File: src/rtl/isra_pkg.sv
`timescale 1ns / 1ps
package isra_pkg;

  // Field widths of the request and result items.
  localparam int OP_W    = 3;
  localparam int ROW_W   = 6;
  localparam int COL_W   = 6;
  localparam int SET_W   = 4;
  localparam int SLOT_W  = 6;
  localparam int ENTRY_W = 32;
  localparam int IDX_W   = 7;
  localparam int SUM_W   = 38;
  localparam int STAT_W  = 2;
  localparam int SIU_W   = 5;

  // Default sizes of the stores.
  localparam int DEF_ROWS    = 64;
  localparam int DEF_COLS    = 64;
  localparam int DEF_SETS    = 16;
  localparam int DEF_SET_LEN = 64;

  localparam int QUEUE_DEPTH = 4;

  // Operation codes of a request.
  localparam logic [OP_W-1:0] OP_WR_ENTRY  = 3'd0;
  localparam logic [OP_W-1:0] OP_WR_MEMBER = 3'd1;
  localparam logic [OP_W-1:0] OP_WR_LENGTH = 3'd2;
  localparam logic [OP_W-1:0] OP_WR_TRANS  = 3'd3;
  localparam logic [OP_W-1:0] OP_QUERY     = 3'd4;

  // Result status codes.
  localparam logic [STAT_W-1:0] ST_OK      = 2'd0;
  localparam logic [STAT_W-1:0] ST_BAD_SET = 2'd1;
  localparam logic [STAT_W-1:0] ST_BAD_COL = 2'd2;

  // Register indexes on the configuration port (word address).
  localparam logic REG_USE_TRANSLATION = 1'b0;
  localparam logic REG_SETS_IN_USE     = 1'b1;

  localparam logic [SIU_W-1:0] SETS_IN_USE_RESET = 5'd16;

  typedef enum logic [2:0] {
    K_MAT_WR,
    K_MEM_WR,
    K_LEN_WR,
    K_TR_WR,
    K_QUERY,
    K_QERR
  } kind_t;

  typedef struct packed {
    kind_t               kind;
    logic [ROW_W-1:0]    row;
    logic [COL_W-1:0]    column;
    logic [SET_W-1:0]    set_id;
    logic [SLOT_W-1:0]   slot;
    logic [ENTRY_W-1:0]  entry_value;
    logic [IDX_W-1:0]    index_value;
    logic [STAT_W-1:0]   status;
  } item_t;

  typedef enum logic [1:0] {
    BK_IDLE,
    BK_WALK,
    BK_DRAIN
  } back_state_t;

endpackage

File: src/rtl/isra_queue.sv
`timescale 1ns / 1ps
module isra_queue #(
  parameter int DEPTH = isra_pkg::QUEUE_DEPTH
) (
  input  logic            clk,
  input  logic            rst_n,
  input  logic            push_valid,
  input  isra_pkg::item_t push_item,
  output logic            full,
  output logic            head_valid,
  output isra_pkg::item_t head,
  input  logic            pop
);

  localparam int PW = (DEPTH > 1) ? $clog2(DEPTH) : 1;
  localparam int CW = $clog2(DEPTH + 1);

  isra_pkg::item_t slots [DEPTH];
  logic [PW-1:0]   wr_ptr_r, wr_ptr_nxt;
  logic [PW-1:0]   rd_ptr_r, rd_ptr_nxt;
  logic [CW-1:0]   count_r, count_nxt;
  logic            do_push;
  logic            do_pop;

  assign full       = count_r == CW'(DEPTH);
  assign head_valid = count_r != '0;
  assign head       = slots[rd_ptr_r];
  assign do_push    = push_valid && !full;
  assign do_pop     = pop && head_valid;

  always_comb begin
    wr_ptr_nxt = wr_ptr_r;
    rd_ptr_nxt = rd_ptr_r;
    count_nxt  = count_r;
    if (do_push) begin
      wr_ptr_nxt = (wr_ptr_r == PW'(DEPTH - 1)) ? '0 : wr_ptr_r + PW'(1);
    end
    if (do_pop) begin
      rd_ptr_nxt = (rd_ptr_r == PW'(DEPTH - 1)) ? '0 : rd_ptr_r + PW'(1);
    end
    if (do_push && !do_pop) begin
      count_nxt = count_r + CW'(1);
    end else if (do_pop && !do_push) begin
      count_nxt = count_r - CW'(1);
    end
  end

  always_ff @(posedge clk) begin
    if (!rst_n) begin
      wr_ptr_r <= '0;
      rd_ptr_r <= '0;
      count_r  <= '0;
    end else begin
      wr_ptr_r <= wr_ptr_nxt;
      rd_ptr_r <= rd_ptr_nxt;
      count_r  <= count_nxt;
    end
  end

  always_ff @(posedge clk) begin
    if (do_push) begin
      slots[wr_ptr_r] <= push_item;
    end
  end

endmodule

File: config.mk
export PLATFORM = sky130hd
export DESIGN_NAME = isra_queue
export DESIGN_NICKNAME = d
export VERILOG_FILES = /design/src/rtl/isra_pkg.sv /design/src/rtl/isra_queue.sv
export SDC_FILE = /design/constraint.sdc
export NUM_CORES = 1
export LEC_CHECK = 0
export BUFFER_PORTS_ARGS = -buffer_cell sky130_fd_sc_hd__buf_2
export CAP_MARGIN = 10
export CORE_ASPECT_RATIO = 1.75
export CORE_MARGIN = 8
export CORE_UTILIZATION = 50
export CTS_BUF_LIST = sky130_fd_sc_hd__clkbuf_8
export CTS_CLUSTER_DIAMETER = 60
export DETAILED_ROUTE_END_ITERATION = 12
export GPL_ROUTABILITY_DRIVEN = 1
export PLACE_DENSITY = 0.71
export SYNTH_ARGS = -nofsm -noshare
export SYNTH_HDL_FRONTEND = slang
export SYNTH_SLANG_ARGS = --single-unit
File: constraint.sdc
create_clock -name clk -period 3.6 [get_ports clk]
set_clock_uncertainty 0.05 [all_clocks]
set_input_delay 0 -clock clk [delete_from_list [all_inputs] [get_ports clk]]
set_output_delay 0 -clock clk [all_outputs]
set_load 0.005 [all_outputs]
==> results of run 1 <==
==> layer usage <==
layer	vias up	routed length, um
met5	-	0
met4	0	582
met3	38	1056
met2	157	10440
met1	2512	6795
li1	2139	-
==> flip-flops by register name, indices dropped and copies added (netlist names), named ones only <==
signal,flops
slots,264
rd_ptr_r,2
count_r,3
wr_ptr_r,2
==> repair_timing <==
action	in CTS	in global routing
setup endpoints to repair	0	0
endpoints found under the hold margin	273	0
hold buffers	69	0
==> stage by stage <==
| step | instance area, um2 | setup slack, ns | power (mW) |
|---|---|---|---|
| final | 12270 | 1.019 | 7.835 |
| after global routing | 12270 | 0.8075 | 8.205 |
| after CTS | 12270 | 1.038 | 7.950 |
| after detailed placement | 10910 | 1.061 | 5.782 |
| after global placement | 10910 | 1.261 | 5.718 |
| after floorplan | 9995 | 0.7867 | 5.106 |
==> cell type report <==
cell class,instances,area (um2)
inverter,3,11.26
multi-input combinational,103,1773
clock inverter,25,126.4
antenna,1,2.502
sequential,273,8115
fill,1338,7386
clock buffer,39,536.8
tap,245,306.5
timing repair buffer,207,1396
==> cell usage in the layout (no fill, tap or decap), types with 2 or more instances in the layout <==
master         count
edfxtp_1         264
buf_2            137
dlygate4sd3_1     69
mux4_2            66
clkbuf_8          39
inv_1             17
clkinv_1           7
dfxtp_1            7
nand2_1            6
ha_1               6
and2_4             4
mux2i_1            3
o21ai_0            3
nor2b_1            2
or3_1              2
nor2_1             2
nand3_1            2
dfxtp_4            2
clkinv_2           2
==> critical path, delay by kind of cell, from the launching register on <==
family          cells  cell delay (ns)
compound gates      1             0.16
xor+xnor            1             0.19
fa+ha+maj           2             0.70
buf+inv             1             0.07
flops               1             0.45
simple gates        3             0.89
==> logic make-up (layout without fill, tap and decap cells) <==
group	count (synthesis)	in the layout	synth area share
AND/OR/NAND/NOR	20	20	0.01039
AO/OA/AOI/OAI	5	5	0.003005
adder cells (fa/ha/maj)	7	7	0.009514
flip-flops	273	273	0.8112
multiplexers	69	69	0.1517
buffers and inverters	19	274	0.01239
other	0	1	0
XOR/XNOR	2	2	0.001753
==> path summary, 6_finish.rpt <==
check / from / end / slack [ns] / depth (start not counted)
setup reg to reg: count_r[0]$_SDFFE_PN0P_ / count_r[2]$_SDFFE_PN0P_ / 1.02 / 8
setup / recovery: count_r[0]$_SDFFE_PN0P_ / count_r[2]$_SDFFE_PN0P_ / 1.02 / 8
hold reg to reg: wr_ptr_r[1]$_SDFFE_PN0P_ / wr_ptr_r[1]$_SDFFE_PN0P_ / 0.47 / 2
hold / removal: push_item[2] / slots[0][2]$_DFFE_PP_ / 0.20 / 2
==> power breakdown <==
group / total, mW / switching (mW) / internal, mW
Sequential: 4.10 / 0.223 / 3.88
Combinational: 1.62 / 0.727 / 0.895
Clock: 2.11 / 1.04 / 1.07
Total: 7.83 / 1.99 / 5.84
==> metrics, run 1 <==
post-synthesis net count 472; clk_lat worst skew 0.51 ns; Slew Limit Fails 0; kind of end point of the critical path flop; placed cells 762; initial antenna violation count 1; first-pass GRT wire length 29180 um; Worst VDD drop 478.2 uV; total clock buffers created by CTS 37; clock buffer depth 3; top post-synthesis cells by count edfxtp_1, mux4_2, dfxtp_1; met1 Use GR 0.1686; EDFF count, synth 264; top-area cell type share of the netlist area 0.7932; Synth Register Bits 273; clk slew on worst S/H paths 0.07 ns; hold crit path type in -> reg; critical path, cell by cell nor3b_1 -> nor2b_1 -> ha_1 -> inv_1 -> fa_1 -> xor2_1 -> or3_1 -> a21boi_0; CP peak stage delay 0.48 ns; WP data required 3.99 ns; Via-to-Cell Ratio 5.408; GRT Util Overall 0.1546; TritonCTS Sinks 273; Resized cells post-CTS 0; CP Launch Type flop; met2 GRT Util 0.2783; Seq/Total Area, Yosys 0.8112; via count of the first global-routing pass 5436; Synth warnings 0; most frequent cell after synthesis edfxtp_1; final setup fails 0; fin util 0.6242; largest net degree at the start of global routing 67; global route total overflow 0; H-tree depth 2; Final Net Count 702; CTS tree yes; top cells by area, synth edfxtp_1, mux4_2, dfxtp_1, ha_1, buf_6; cells after synthesis 395; DR iter-0 viols 255; # DRC 0; hpwl dp 11080 um; Routed Wire Length about 19000 um; WS Path Type reg -> reg; status finished, final reports clean; P_leak 4.210 nW; core area 19650 um2; Crit path arrival time 2.97 ns; die area 24950 um2; Initial Utilization 0.5085; die height 203.0 um; asr flop ratio synth 0; Mean Syn Cell Area ~25 um2; Hold Slack 0.1964 ns; Unique masters post-synth 23; slowest CP cell nor2b_1; met3 Usage GRT 0.03171; Fin. Hold Viols 0; Pwr Density 638.6 nW/um2; Finished Layout Cells about 900; Fmax achieved 0.3874 GHz; Final period util 0.7170; slew margin rel. 0.3048; Site Rows 68; via count 4846; num ports 138; setup bufs post-CTS 0; unrepaired setup endpoints after global routing false; post-synth design cell area around 10000 um2; top_reg_cell synth edfxtp_1; final RePlAce weighted congestion 0.7030; Synth area leader edfxtp_1; total of max-cap violations 0; Routed WL per cell 21.06 um; Die W 122.9 um; Critical Path Fanout Max 7; most used routing layer in global routing met2; Fin Setup TNS 0 ns; Worst-Margin Slew 1.043 ns; Detail Route Antenna Nets 0; layout cells sized above 1 0.3892; clock root buffer clkbuf_8; Final min period 2.581 ns; # port buffers 137; area delta synth->final 22.75%; DRT Pass-1 Iters 4
No activity file was read; power rests on OpenSTA's default activity.
==> run 2, diff against run 1 <==
Settings changed: ABC_AREA set to 1, PLACE_DENSITY 0.71 to 0.7.
Clock period 3.6 ns to 2.4 ns, I/O delays scaled along.
==> metrics, run 2 <==
final setup fails 0 (unchanged); top-area cell type share of the netlist area 0.7288 (-0.06441); top post-synthesis cells by count edfxtp_1, o21ai_0, nor2_1; DR iter-0 viols 289 (+13%); Fmax achieved roughly 0.44 GHz; area of the multi-input gates 2431 um2 (+37%); Hold Slack 0.1867 ns (-0.009705 ns); post-synthesis net count 786 (+67%); TritonCTS Sinks 273 (unchanged); final worst slack 0.1367 ns (-0.8819 ns); Initial Utilization 0.5081 (about the same); GRT Util Overall 0.1650 (+0.01045); Switching Fraction 0.3132 (+0.05903); Fin. Hold Viols 0 (unchanged); clk_lat worst skew 0.50 ns (about the same); top cells by area, synth edfxtp_1, o21ai_0, o22ai_2, nor2_4, nor2_1; largest net degree at the start of global routing 105 (+57%); Seq/Total Area, Yosys 0.7453 (-0.06588); asr flop ratio synth 0 (unchanged); Synth Register Bits 273 (unchanged); commonest non-fill, non-tap cell in the layout edfxtp_1; top_reg_cell synth edfxtp_1; sequential power share 0.452 (-0.071); status finished, final reports clean; Die W 127.5 um (+3.8%); clock buffer depth 3 (unchanged); WP data required 2.35 ns (-1.64 ns); kind of end point of the critical path output port; CTS tree yes; Synth warnings 0 (unchanged); Mean Syn Cell Area 15.34 um2 (-39%); Routed Wire Length 22340 um (+18%); P_leak 4.724 nW (+12%); total clock buffers created by CTS 37 (unchanged); area delta synth->final 22.89%; # DRC 0 (unchanged); Pwr Density 993.1 nW/um2 (+56%); die area 26920 um2 (+7.9%); core area 21410 um2 (+8.9%); hpwl dp 12910 um (+17%); # port buffers 137 (unchanged); Routed WL per cell 17.87 um (-15%); Largest regs slots x264, count_r x3; commonest cells after routing, fill and taps aside edfxtp_1, buf_2, o21ai_0, nor2_1, dlygate4sd3_1; clk slew on worst S/H paths 0.07 ns (about the same); logic gate share of total power 0.294 (+0.087); die height 211.1 um (+4.0%); CP Launch Type flop; Worst-Margin Slew 0.4732 ns (-0.5696 ns); unrepaired setup endpoints after global routing false; Crit path arrival time 2.21 ns (-0.76 ns); Via-to-Cell Ratio 5.174 (-4.3%); Slew Limit Fails 0 (unchanged); hold crit path type in -> reg; Int Power 9.118 mW (+56%); slew margin rel. 0.6838 (+0.3790); Worst VDD drop 483.9 uV (+1.2%); dpl ws 0.3534 ns (-0.7078 ns); first-pass GRT wire length 34810 um (+19%); final RePlAce weighted congestion 0.7325 (+4.2%); Site Rows 71 (+4.4%); Unique masters post-synth 26 (+13%); DRT Pass-1 Iters 4 (unchanged); Critical Path Fanout Max 48 (+41); critical path, cell by cell inv_6 -> buf_4 -> o21ai_0 -> o22ai_2 -> buf_2; initial antenna violation count 2 (+1); slowest CP cell dfxtp_4; clock root buffer clkbuf_8; global route total overflow 0 (unchanged); Final period util 0.9430; CP peak stage delay 0.45 ns (-0.03 ns); net switching power 4.158 mW (+110%); Fill cells 1604 (+20%); WS Path Type reg -> out; Clock Power Share 0.254 (-0.016); register area 8113 um2 (about the same); Final min period approximately 2.3 ns; most frequent cell after synthesis edfxtp_1; Synth area leader edfxtp_1; cells after synthesis 709 (+79%); layout cells sized above 1 0.3124 (-0.07680); max reg flops 264 (unchanged); Resized cells post-CTS 0 (unchanged); fin util 0.6244 (about the same); via count 6467 (+33%); Detail Route Antenna Nets 0 (unchanged); EDFF count, synth 264 (unchanged); H-tree depth 2 (unchanged); Largest Register slots; via count of the first global-routing pass 6738 (+24%); Final Net Count 1007 (+43%); total of max-cap violations 0 (unchanged); post-synth design cell area 10880 um2 (+8.8%); num ports 138 (unchanged)
run 2: worst paths after layout:
check | from | endpoint | slack, ns | depth (start not counted)
worst max register to register | count_r[1]$_SDFFE_PN0P_ | count_r[1]$_SDFFE_PN0P_ | 0.36 | 10
worst min-delay path | push_item[52] | slots[1][52]$_DFFE_PP_ | 0.19 | 2
worst min register to register | count_r[0]$_SDFFE_PN0P_ | count_r[0]$_SDFFE_PN0P_ | 0.45 | 2
worst max-delay path | flop | head[54] | 0.14 | 5
run 2: area by class of cell:
class	count	area share
repair buffers	224	0.1245
flip-flops and latches	273	0.6069
diodes	1	0.0001872
multi-input cells	376	0.1819
well taps	292	0.02733
clock buffers	41	0.04221
clock inverters	25	0.01161
inverters	18	0.005429
run 2: metrics by stage:
stage	TNS, ns	instances	instance area, um2	power, mW
after global routing	0	1250	13370	14.02
after CTS	0	1249	13370	13.48
after floorplan	-136.11	709	10890	8.505
final	0	1250	13370	13.28
after global placement	0	1113	11950	9.913
after detailed placement	0	1113	11950	9.982
run 2: per-layer routing:
| metal | share of wire | up-vias | GRT usage |
|---|---|---|---|
| met4 | 0.030 | 2 | 0.06887 |
| met2 | 0.54 | 159 | 0.3080 |
| met3 | 0.045 | 54 | 0.03362 |
| li1 | - | 3083 | - |
| met1 | 0.38 | 3169 | 0.1757 |
| met5 | 0.00036 | - | 0 |
run 2: cells by family after synthesis:
logic type      share of synthesized area
fa+ha+maj                        0.008742
compound gates                     0.1249
buf+inv                           0.03393
simple gates                      0.08707
flops                              0.7453
run 2: power by group through the flow:
stage          registers, mW  logic (mW)  clock network, mW
2_1_floorplan           6.05        2.46                  0
3_3_place_gp            6.08        3.83                  0
3_5_place_dp            6.10        3.88                  0
4_1_cts                 6.00        4.00               3.48
5_1_grt                 6.04        4.31               3.67
6_report                6.00        3.91               3.37
run 2: timing repair:
item / CTS / global route
endpoints found under the hold margin: 273 / 0
hold buffers: 70 / 0
setup buffers: 0 / 0
setup endpoints to repair: 0 / 0
run 2: worst max-delay path, delay by kind of cell (launching register included):
| kind | cells | cell delay [ns] |
|---|---|---|
| flops | 1 | 0.45 |
| compound gates | 2 | 0.31 |
| buf+inv | 3 | 0.92 |
