<file path="config.mk">
export PLATFORM = sky130hd
export DESIGN_NAME = isra_front
export DESIGN_NICKNAME = d
export VERILOG_FILES = /design/src/rtl/isra_pkg.sv /design/src/rtl/isra_front.sv
export SDC_FILE = /design/constraint.sdc
export NUM_CORES = 1
export LEC_CHECK = 0
export BUFFER_PORTS_ARGS = -buffer_cell sky130_fd_sc_hd__buf_4
export CAP_MARGIN = 20
export CORE_MARGIN = 2
export CORE_UTILIZATION = 37
export CTS_CLUSTER_DIAMETER = 40
export DETAILED_ROUTE_END_ITERATION = 6
export PLACE_DENSITY = 0.78
export SLEW_MARGIN = 5
export SYNTH_ARGS = -nofsm -noshare
export SYNTH_HDL_FRONTEND = slang
export SYNTH_SLANG_ARGS = --single-unit
</file>
<file path="constraint.sdc">
create_clock -name clk -period 3.8 [get_ports clk]
set_clock_uncertainty 0.2 [all_clocks]
set_input_delay 0.38 -clock clk [delete_from_list [all_inputs] [get_ports clk]]
set_output_delay 0.38 -clock clk [all_outputs]
set_load 0.01 [all_outputs]
</file>
<file path="src/rtl/isra_pkg.sv">
`timescale 1ns / 1ps
package isra_pkg;

  // Field widths of the request and result items.
  localparam int OP_W    = 3;
  localparam int ROW_W   = 6;
  localparam int COL_W   = 6;
  localparam int SET_W   = 4;
  localparam int SLOT_W  = 6;
  localparam int ENTRY_W = 32;
  localparam int IDX_W   = 7;
  localparam int SUM_W   = 38;
  localparam int STAT_W  = 2;
  localparam int SIU_W   = 5;

  // Default sizes of the stores.
  localparam int DEF_ROWS    = 64;
  localparam int DEF_COLS    = 64;
  localparam int DEF_SETS    = 16;
  localparam int DEF_SET_LEN = 64;

  localparam int QUEUE_DEPTH = 4;

  // Operation codes of a request.
  localparam logic [OP_W-1:0] OP_WR_ENTRY  = 3'd0;
  localparam logic [OP_W-1:0] OP_WR_MEMBER = 3'd1;
  localparam logic [OP_W-1:0] OP_WR_LENGTH = 3'd2;
  localparam logic [OP_W-1:0] OP_WR_TRANS  = 3'd3;
  localparam logic [OP_W-1:0] OP_QUERY     = 3'd4;

  // Result status codes.
  localparam logic [STAT_W-1:0] ST_OK      = 2'd0;
  localparam logic [STAT_W-1:0] ST_BAD_SET = 2'd1;
  localparam logic [STAT_W-1:0] ST_BAD_COL = 2'd2;

  // Register indexes on the configuration port (word address).
  localparam logic REG_USE_TRANSLATION = 1'b0;
  localparam logic REG_SETS_IN_USE     = 1'b1;

  localparam logic [SIU_W-1:0] SETS_IN_USE_RESET = 5'd16;

  typedef enum logic [2:0] {
    K_MAT_WR,
    K_MEM_WR,
    K_LEN_WR,
    K_TR_WR,
    K_QUERY,
    K_QERR
  } kind_t;

  typedef struct packed {
    kind_t               kind;
    logic [ROW_W-1:0]    row;
    logic [COL_W-1:0]    column;
    logic [SET_W-1:0]    set_id;
    logic [SLOT_W-1:0]   slot;
    logic [ENTRY_W-1:0]  entry_value;
    logic [IDX_W-1:0]    index_value;
    logic [STAT_W-1:0]   status;
  } item_t;

  typedef enum logic [1:0] {
    BK_IDLE,
    BK_WALK,
    BK_DRAIN
  } back_state_t;

endpackage

</file>
<file path="src/rtl/isra_front.sv">
`timescale 1ns / 1ps
module isra_front #(
  parameter int ROWS    = isra_pkg::DEF_ROWS,
  parameter int COLS    = isra_pkg::DEF_COLS,
  parameter int SETS    = isra_pkg::DEF_SETS,
  parameter int SET_LEN = isra_pkg::DEF_SET_LEN
) (
  input  logic                           clk,
  input  logic                           rst_n,
  input  logic                           in_valid,
  output logic                           in_stall,
  input  logic [isra_pkg::OP_W-1:0]      in_operation,
  input  logic [isra_pkg::ROW_W-1:0]     in_row,
  input  logic [isra_pkg::COL_W-1:0]     in_column,
  input  logic [isra_pkg::SET_W-1:0]     in_set_id,
  input  logic [isra_pkg::SLOT_W-1:0]    in_slot,
  input  logic [isra_pkg::ENTRY_W-1:0]   in_entry_value,
  input  logic [isra_pkg::IDX_W-1:0]     in_index_value,
  input  logic [isra_pkg::SIU_W-1:0]     sets_in_use,
  output logic                           push_valid,
  output isra_pkg::item_t                push_item,
  input  logic                           q_full
);

  logic            fr_valid_r, fr_valid_nxt;
  isra_pkg::item_t fr_item_r;
  isra_pkg::item_t cls;
  logic            keep;
  logic            accept;

  assign in_stall = fr_valid_r && q_full;
  assign accept   = in_valid && !in_stall;

  // Writes that fall outside the stores do nothing, so they are dropped here.
  // Queries that fail the set or row check go on marked with their status.
  always_comb begin
    cls.kind        = isra_pkg::K_QUERY;
    cls.row         = in_row;
    cls.column      = in_column;
    cls.set_id      = in_set_id;
    cls.slot        = in_slot;
    cls.entry_value = in_entry_value;
    cls.index_value = in_index_value;
    cls.status      = isra_pkg::ST_OK;
    keep            = 1'b0;
    unique case (in_operation)
      isra_pkg::OP_WR_ENTRY: begin
        cls.kind = isra_pkg::K_MAT_WR;
        keep     = (32'(in_row) < ROWS) && (32'(in_column) < COLS);
      end
      isra_pkg::OP_WR_MEMBER: begin
        cls.kind = isra_pkg::K_MEM_WR;
        keep     = (32'(in_set_id) < SETS) && (32'(in_slot) < SET_LEN);
      end
      isra_pkg::OP_WR_LENGTH: begin
        cls.kind = isra_pkg::K_LEN_WR;
        keep     = 32'(in_set_id) < SETS;
      end
      isra_pkg::OP_WR_TRANS: begin
        cls.kind = isra_pkg::K_TR_WR;
        keep     = 32'(in_slot) < COLS;
      end
      isra_pkg::OP_QUERY: begin
        keep = 1'b1;
        if (({1'b0, in_set_id} >= sets_in_use) || (32'(in_set_id) >= SETS)) begin
          cls.kind   = isra_pkg::K_QERR;
          cls.status = isra_pkg::ST_BAD_SET;
        end else if (32'(in_row) >= ROWS) begin
          cls.kind   = isra_pkg::K_QERR;
          cls.status = isra_pkg::ST_BAD_COL;
        end else begin
          cls.kind = isra_pkg::K_QUERY;
        end
      end
      default: keep = 1'b0;
    endcase
  end

  assign fr_valid_nxt = accept ? keep : (fr_valid_r && q_full);

  always_ff @(posedge clk) begin
    if (!rst_n) begin
      fr_valid_r <= 1'b0;
    end else begin
      fr_valid_r <= fr_valid_nxt;
    end
  end

  always_ff @(posedge clk) begin
    if (accept) begin
      fr_item_r <= cls;
    end
  end

  assign push_valid = fr_valid_r;
  assign push_item  = fr_item_r;

endmodule

</file>
==> impl_metrics.tcl, run 1 <==
set metrics [dict create \
    status "completed" \
    hold_class "primary input to flip-flop" \
    fin_area_um2 3560 \
    whs_endpoint "push_item[2]" \
    clkLatencyLatePin_ps 330 \
    cpMaxStageDelayCell "buf_4" \
    drv_slew 0 \
    critical_path.cell_chain "and2_1, nor2b_4, buf_4" \
    p_clk_frac 0.309 \
    swShare 0.217 \
    grt.overflow.total 0 \
    r2r_slack_ps 2170 \
    crit_buf_inv 1 \
    slowest_delay_ps 430 \
    crit_type "flip-flop to flip-flop" \
    powerDensity_nw_per_um2 426 \
    worst_ep_required_time_ps 3570 \
    rr_worst_depth 3 \
    cts_buffers 9 \
    syn_inst 92 \
    initial_utilization 0.388 \
    cts_root_buffer "clkbuf_8" \
    drt-wirelength-per-cell_um 15.3 \
    antenna_found_initial 0 \
    finalSetupViolations 0 \
    drc_errors 0 \
    cts_sinks 66 \
    multi_input_area_um2 174 \
    synth_seq_area_share 0.911 \
    r2r-start "push_valid" \
    n_antenna_cell 0 \
    wl_mm 5.03 \
    r2r_end "push_item[5]" \
    startpoint_type "flip-flop" \
    placedInstanceArea_um2 3310 \
    grt.total_usage 0.165 \
    dieArea_um2 6480 \
    hpwl_mm 3.79 \
    synth_cell_types 19 \
    cts_tree "yes" \
    holdWs_ps 18.0 \
    yosysWarnings 0 \
    io-pin-count 141 \
    gp_congestion 0.708 \
    num_rows 27 \
    synth_area_um2 2160 \
    crit_path_max_fanout 40 \
    hold_viol 0 \
    via_per_inst 4.33 \
    worstPathArrival_ps 1400 \
    fin_nets 329 \
    cp-end-kind "flip-flop" \
    pwr-share-seq 0.568 \
    ctsResizeCount 0 \
    clkTransAtPathRegs_ps 60 \
    regArea_um2 1970 \
    area_delta_synth_final_pct 64.6 \
    fillers 455 \
    power.switching_w 0.000329 \
    coreArea_um2 5570 \
    ant_nets 0 \
    max-vdd-ir-drop_mv 0.339 \
    p_int_w 0.00119 \
    worstHoldStart "in_index_value[0]" \
    min_period_over_period 0.430 \
    drv_cap 0 \
    drive_above_1_share 0.607 \
    htree_num_levels 3 \
    path_delay_family "buffers and inverters" \
    drt_iter0_drc 46 \
    cts_setup_buffers 0 \
    combinationalPowerShare 0.123 \
    synth_fp_nets 169 \
    grt_pass1_vias 1484 \
    hold-path-cell-count 1 \
    fin_crit_ps 1630 \
    final.setup.tns_ps 0 \
    num_vias 1423 \
    first_pass_iters 4 \
    clock.fmax_ghz 0.612 \
    rsz0062_at_grt "false" \
    synth_area_per_cell_um2 23.5 \
    p_leak_nw 1.55 \
    ys_ff_latch 66 \
    grt_first_pass_wirelength_mm 7.36 \
    dieWidth_um 80.5 \
    clockBufferDepth 2 \
    grt_max_degree 41 \
    io_buffers 139 \
    die_y_um 80.5 \
]
state kept, by name (all words and copies together) (netlist names):
name / count
push_item: 65
push_valid: 1
cell usage after synthesis, drive strengths merged:
| cell | number | area [µm²] |
|---|---|---|
| and2 | 1 | 6.26 |
| dfxtp | 1 | 20.0 |
| nand2 | 2 | 10.0 |
| a21oi | 1 | 5.00 |
| a21o | 1 | 7.51 |
| a31oi | 1 | 6.26 |
| ha | 4 | 50.1 |
| nor4b | 1 | 23.8 |
| o21ai | 2 | 10.0 |
| clkbuf | 1 | 3.75 |
| o211ai | 1 | 12.5 |
| nor2b | 3 | 18.8 |
| inv | 4 | 15.0 |
| nand2b | 2 | 12.5 |
| edfxtp | 65 | 1950 |
| conb | 1 | 3.75 |
| buf | 1 | 7.51 |
final cells by class:
type | instances | share of cell area
Clock inverter | 5 | 0.00597
Timing Repair Buffer | 151 | 0.325
Inverter | 4 | 0.00421
Clock buffer | 11 | 0.0369
Tap cell | 72 | 0.0253
Sequential cell | 66 | 0.554
Multi-Input combinational cell | 20 | 0.0488
stage by stage:
stage               cells  utilization  setup slack [ps]  total power (W)
global placement      303        0.594              2020          0.00105
finish                329        0.639              2170          0.00152
global route          329        0.639              2080          0.00159
floorplan              92            -               892         0.000929
detailed placement    303        0.594              1990          0.00106
CTS                   325        0.632              2160          0.00154
layer usage:
| layer | vias to the layer above | share of wire | GRT usage |
|---|---|---|---|
| met5 | - | 0 | 0 |
| met4 | 0 | 0.030 | 0.108 |
| met3 | 13 | 0.12 | 0.0831 |
| met2 | 83 | 0.51 | 0.257 |
| met1 | 655 | 0.34 | 0.174 |
| li1 | 672 | - | - |
cells in the final DEF (no fill, tap or decap), types with 2 or more instances in the layout:
master and count:
buf_4 141, edfxtp_1 65, dlygate4sd3_1 10, clkbuf_8 9, inv_1 4, ha_1 4
clkinv_1 3, nand2b_1 2, nor2b_1 2, clkbuf_1 2, clkinv_2 2
worst reg2reg max path: stages, from the launching register on:
cell     delay (ps)
dfxtp_1         310
and2_1          200
nor2b_4         120
buf_4           430
power groups by stage:
stage                     combinational (W)  clock (W)  sequential (W)
after global routing               0.000201   0.000518        0.000867
final                              0.000187   0.000469        0.000863
after floorplan                   0.0000255          0        0.000904
after CTS                          0.000187   0.000486        0.000863
after detailed placement           0.000182          0        0.000879
after global placement             0.000177          0        0.000877
how the worst max path moves through the flow:
stage	startpoint	cells past startpoint	endpoint	slack (ps)
2_1_floorplan	q_full	2	push_item[0]	890
3_3_place_gp	q_full	4	push_item[25]	2020
3_5_place_dp	q_full	4	push_item[24]	1990
4_1_cts	push_valid	3	push_item[31]	2160
5_1_grt	push_valid	3	push_item[27]	2080
6_report	push_valid	3	push_item[5]	2170
cells by family (layout without fill, tap and decap cells):
| kind of cell | Yosys count | after routing | share of synthesized area |
|---|---|---|---|
| AOI/OAI and AO/OA | 6 | 6 | 0.0191 |
| adders and majority gates | 4 | 4 | 0.0231 |
| buffers and inverters | 6 | 171 | 0.0121 |
| DFF | 66 | 66 | 0.911 |
| other | 1 | 1 | 0.00173 |
| and+or+nand+nor | 9 | 9 | 0.0329 |
repair_timing:
action | in CTS | in global routing
hold buffers | 6 | 4
hold endpoints to repair | 6 | 4
endpoints found under the setup margin | 0 | 0
Power figures use the tool's default switching activity.
==> run 2: changes to the inputs <==
- clock period: 3.8 -> 1.4 ns (I/O delays scaled with it)
==> run 2 against run 1 <==
Highest routed layer unchanged. Wire length increased by 18%. Setup slack lost 2200 ps. Global-route usage up 3.0 points. First-iteration DRC count grew 6.5%. Largest cell class unchanged. Non-clock buffer count grew 55. Die area unchanged. Register-to-register slack got worse by 2200 ps. The flow now finishes with violations (setup timing).
==> impl_metrics.tcl, run 2 (synthesis gave the netlist of run 1 again) <==
set metrics [dict create \
    status "complete, but fails checks" \
    violations "setup timing" \
    cts_sinks 66 \
    r2r-start "push_valid" \
    grt.busiest_layer "met2" \
    max-vdd-ir-drop_mv 0.782 \
    coreArea_um2 5570 \
    whs_endpoint "push_valid" \
    drt_iter0_drc 49 \
    initial_utilization 0.388 \
    wl_mm 5.95 \
    layout.cells.most_common_list "buf_4 (137), edfxtp_1 (65), dlygate4sd3_1 (64)" \
    clockBufferDepth 2 \
    holdWs_ps 28.5 \
    grt.total_usage 0.194 \
    grt_first_pass_wirelength_mm 8.79 \
    p_leak_nw 1.85 \
    r2r_slack_ps 0 \
    crit_path_max_fanout 37 \
    hold_class "primary input to flip-flop" \
    cp-end-kind "flip-flop" \
    hpwl_mm 3.67 \
    drc_errors 0 \
    rr_worst_depth 3 \
    utilization 0.763 \
    worstHoldStart "q_full" \
    final.setup.tns_ps -263 \
    grt_max_degree 38 \
    total_power_w 0.00490 \
    cts_tree "yes" \
    clkTransAtPathRegs_ps 70 \
    dieWidth_um 80.5 \
    io_buffers 139 \
    min_period_over_period 1.01 \
    cts_root_buffer "clkbuf_8" \
    gp_congestion 0.671 \
    fin_area_um2 4250 \
    dieArea_um2 6480 \
    clock.fmax_ghz 0.705 \
    final_common_cell "buf_4" \
    grt_use_met1 0.190 \
    first_pass_iters 4 \
    cts_buffers 9 \
    n_antenna_cell 0 \
    die_y_um 80.5 \
    fin_nets 384 \
    antenna_found_initial 0 \
    use_met3 0.0775 \
    hold-path-cell-count 4 \
    via_per_inst 4.27 \
    num_vias 1639 \
    worst_ep_required_time_ps 1220 \
    crit_type "primary input to flip-flop" \
    startpoint_type "primary input" \
    finalSetupViolations 37 \
    drt-wirelength-per-cell_um 15.5 \
    drv_cap 0 \
    drv_slew 0 \
    rsz0062_at_grt "true" \
    r2r_end "push_item[27]" \
    fin_crit_ps 1420 \
    worstPathArrival_ps 1240 \
    largest_register_ffs 65 \
    grt.overflow.total 0 \
    placedInstanceArea_um2 3340 \
    io-pin-count 141 \
    powerDensity_nw_per_um2 1150 \
    setup_slack_ps -17.7 \
    drive_above_1_share 0.519 \
    ant_nets 0 \
    grt_pass1_vias 1807 \
    grt.met2_usage 0.351 \
    area_delta_synth_final_pct 96.5 \
    clkLatencyLatePin_ps 330 \
    hold_viol 0 \
    num_rows 27 \
    htree_num_levels 3 \
]
-- run 2: cell types whose count changed in the layout (fill, tap and decap cells not counted), sizes merged --
| cell | change |
|---|---|
| dlygate4sd3 | +54 |
| bufinv | +3 |
| clkbuf | -2 |
| clkinv | -2 |
| dlymetal6s4s | +2 |
| buf | -1 |
| inv | +1 |
-- run 2: final cells by class --
class,count,area [µm²]
Clock inverter,7,116
Sequential cell,66,1970
Inverter,4,15.0
Fill cell,336,1320
Clock buffer,9,124
Tap cell,72,90.1
Timing Repair Buffer,206,1750
Multi-Input combinational cell,20,189
-- run 2: worst max-delay path by stage --
| stage | cells after the start | end | startpoint |
|---|---|---|---|
| finish | 4 | push_item[27] | in_valid |
| global placement | 5 | push_item[63] | in_set_id[2] |
| CTS | 4 | push_item[27] | in_valid |
| floorplan | 2 | push_item[0] | push_valid |
| global route | 3 | push_item[27] | push_valid |
| detailed placement | 6 | push_item[63] | in_set_id[0] |
-- run 2: layer usage --
layer | vias up | share of wire
met2 | 91 | 0.54
met4 | 0 | 0.017
met1 | 755 | 0.34
met5 | - | 0
li1 | 783 | -
met3 | 10 | 0.10
-- run 2: where the power goes --
part	leakage [nW]	internal (W)	switching (W)
Combinational	1.08	0.000416	0.000248
Clock	0.121	0.00118	0.000705
Sequential	0.641	0.00231	0.0000344
-- run 2: per-stage QoR --
step | worst slack, ps | cells
after floorplan | -671 | 92
after global placement | -101 | 303
after detailed placement | -124 | 303
after CTS | 2.32 | 385
after global routing | -49.9 | 384
final | -17.7 | 384
-- run 2: what timing repair did --
| action | 4_1_cts | 5_1_grt |
|---|---|---|
| hold buffers | 66 | 0 |
| buffers inserted | 0 | 0 |
| resized for setup | 0 | 4 |
| endpoints found under the hold margin | 65 | 0 |
| endpoints found under the setup margin | 0 | 40 |
-- run 2: worst max-delay path, cell delays in order --
cell and delay [ps]:
dlygate4sd3_1 540, buf_4 110, nor2b_4 190, buf_12 240
==> run 3: changes to the inputs <==
- CORE_MARGIN: 2 -> unset
==> run 3 against run 2 <==
The flow now finishes without violations. Count of clock-buffer cells in the layout unchanged. Critical endpoint is now push_item[63]. Critical path type unchanged. Global-route usage is 0.50 points lower. Final area fell by 2.1%. Core utilization fell by 1.6 points. Via count down 0.31%. Setup slack better by 26 ps. Hold slack improved by 10 ps. Sequential share of layout area grew 0.99 points. Highest routed layer unchanged.
==> impl_metrics.tcl, run 3 (synthesis gave the netlist of run 1 again) <==
set metrics [dict create \
    status "completed" \
    total_power_w 0.00444 \
    clock.fmax_ghz 0.718 \
    crit_path_max_fanout 2 \
    drt-wirelength-per-cell_um 14.6 \
    fillers 382 \
    cts_root_buffer "clkbuf_8" \
    holdWs_ps 39.0 \
    antenna_found_initial 0 \
    worstPathArrival_ps 1270 \
    p_leak_nw 1.80 \
    num_vias 1634 \
    io-pin-count 141 \
    fin_nets 383 \
    fin_crit_ps 1390 \
    gp_congestion 0.692 \
    wl_mm 5.57 \
    clkTransAtPathRegs_ps 70 \
    max-vdd-ir-drop_mv 0.881 \
    worst_ep_required_time_ps 1280 \
    rsz0062_at_grt "true" \
    grt.overflow.total 0 \
    utilization 0.747 \
    critical_path.cell_chain "dlygate4sd3_1, buf_4, ha_1, nand2_2, o211ai_2" \
    first_pass_iters 4 \
    drt_iter0_drc 24 \
    dieWidth_um 78.5 \
    crit_type "primary input to flip-flop" \
    final_common_cell "buf_4" \
    die_y_um 78.5 \
    min_period_over_period 0.994 \
    layout.cells.most_common_list "buf_4 (137), dlygate4sd3_1 (65), edfxtp_1 (65)" \
    drv_slew 0 \
    cp-end-kind "flip-flop" \
    grt_pass1_vias 1811 \
    dp_slack_ps -109 \
    cts_sinks 66 \
    grt_first_pass_wirelength_mm 8.36 \
    cpMaxStageDelayCell "dlygate4sd3_1" \
    via_per_inst 4.29 \
    clockBufferDepth 2 \
    drc_errors 0 \
    drv_cap 0 \
    initial_utilization 0.388 \
    powerDensity_nw_per_um2 1070 \
    hold_class "primary input to flip-flop" \
    drive_above_1_share 0.515 \
    slowest_delay_ps 540 \
    clkLatencyLatePin_ps 330 \
    num_rows 27 \
    coreArea_um2 5570 \
    io_buffers 139 \
    finalSetupViolations 0 \
    ant_nets 0 \
    cts_tree "yes" \
    hold_viol 0 \
    dieArea_um2 6160 \
    n_antenna_cell 0 \
    area_delta_synth_final_pct 92.4 \
    setup_slack_ps 7.90 \
    htree_num_levels 3 \
    grt.total_usage 0.189 \
    largest_register_ffs 65 \
    grt_max_degree 34 \
    final.setup.tns_ps 0 \
    cts_buffers 9 \
    startpoint_type "primary input" \
]
[run 3: cell count changes in the layout (fill, tap and decap cells not counted), sizes merged]
cell | before | now
dlymetal6s4s | 2 | 1
bufinv | 3 | 1
buf | 140 | 139
clkinv | 3 | 4
inv | 5 | 4
dlygate4sd3 | 64 | 65
[run 3: layer usage]
layer,track usage,up-vias,part of all wire
li1,-,778,-
met1,0.193,746,0.38
met4,0.0889,0,0.020
met2,0.343,99,0.51
met5,0,-,0
met3,0.0674,11,0.091
[run 3: worst paths after layout]
| check | startpoint | to | slack (ps) | depth (start not counted) |
|---|---|---|---|---|
| worst max-delay path | in_set_id[3] | push_item[63] | 8 | 5 |
| worst min-delay path | q_full | push_valid | 40 | 4 |
| worst max register to register | push_valid | push_item[9] | 20 | 3 |
| worst min register to register | push_valid | push_valid | 480 | 3 |
[run 3: layout make-up]
cell class | count | area [µm²] | share of cell area
clock buffer | 9 | 124 | 0.0297
clock inverter | 5 | 47.5 | 0.0114
inverter | 4 | 15.0 | 0.00361
multi-input combinational | 20 | 183 | 0.0439
sequential | 66 | 1970 | 0.474
tap | 72 | 90.1 | 0.0216
timing repair buffer | 205 | 1730 | 0.416
[run 3: worst max-delay path, delay by kind of cell]
kind / cells / cell delay [ps]
buffers and inverters: 2 / 680
adder cells (fa/ha/maj): 1 / 290
AND/OR/NAND/NOR: 1 / 90
AO/OA/AOI/OAI: 1 / 70
[run 3: metrics by stage]
stage | instances | instance area [µm²]
6_report | 381 | 4160
4_1_cts | 383 | 4170
5_1_grt | 381 | 4160
2_1_floorplan | 92 | 2180
3_5_place_dp | 303 | 3340
3_3_place_gp | 303 | 3340
[run 3: what timing repair did]
item,4_1_cts,5_1_grt
hold buffers,66,0
setup endpoints to repair,0,30
hold endpoints to repair,65,0
gates resized for setup,0,3
setup buffers,0,0
[run 3: power breakdown]
part	switching, W	internal (W)
clock network	0.000670	0.000784
registers	0.0000328	0.00231
logic	0.000238	0.000409
total	0.000940	0.00350
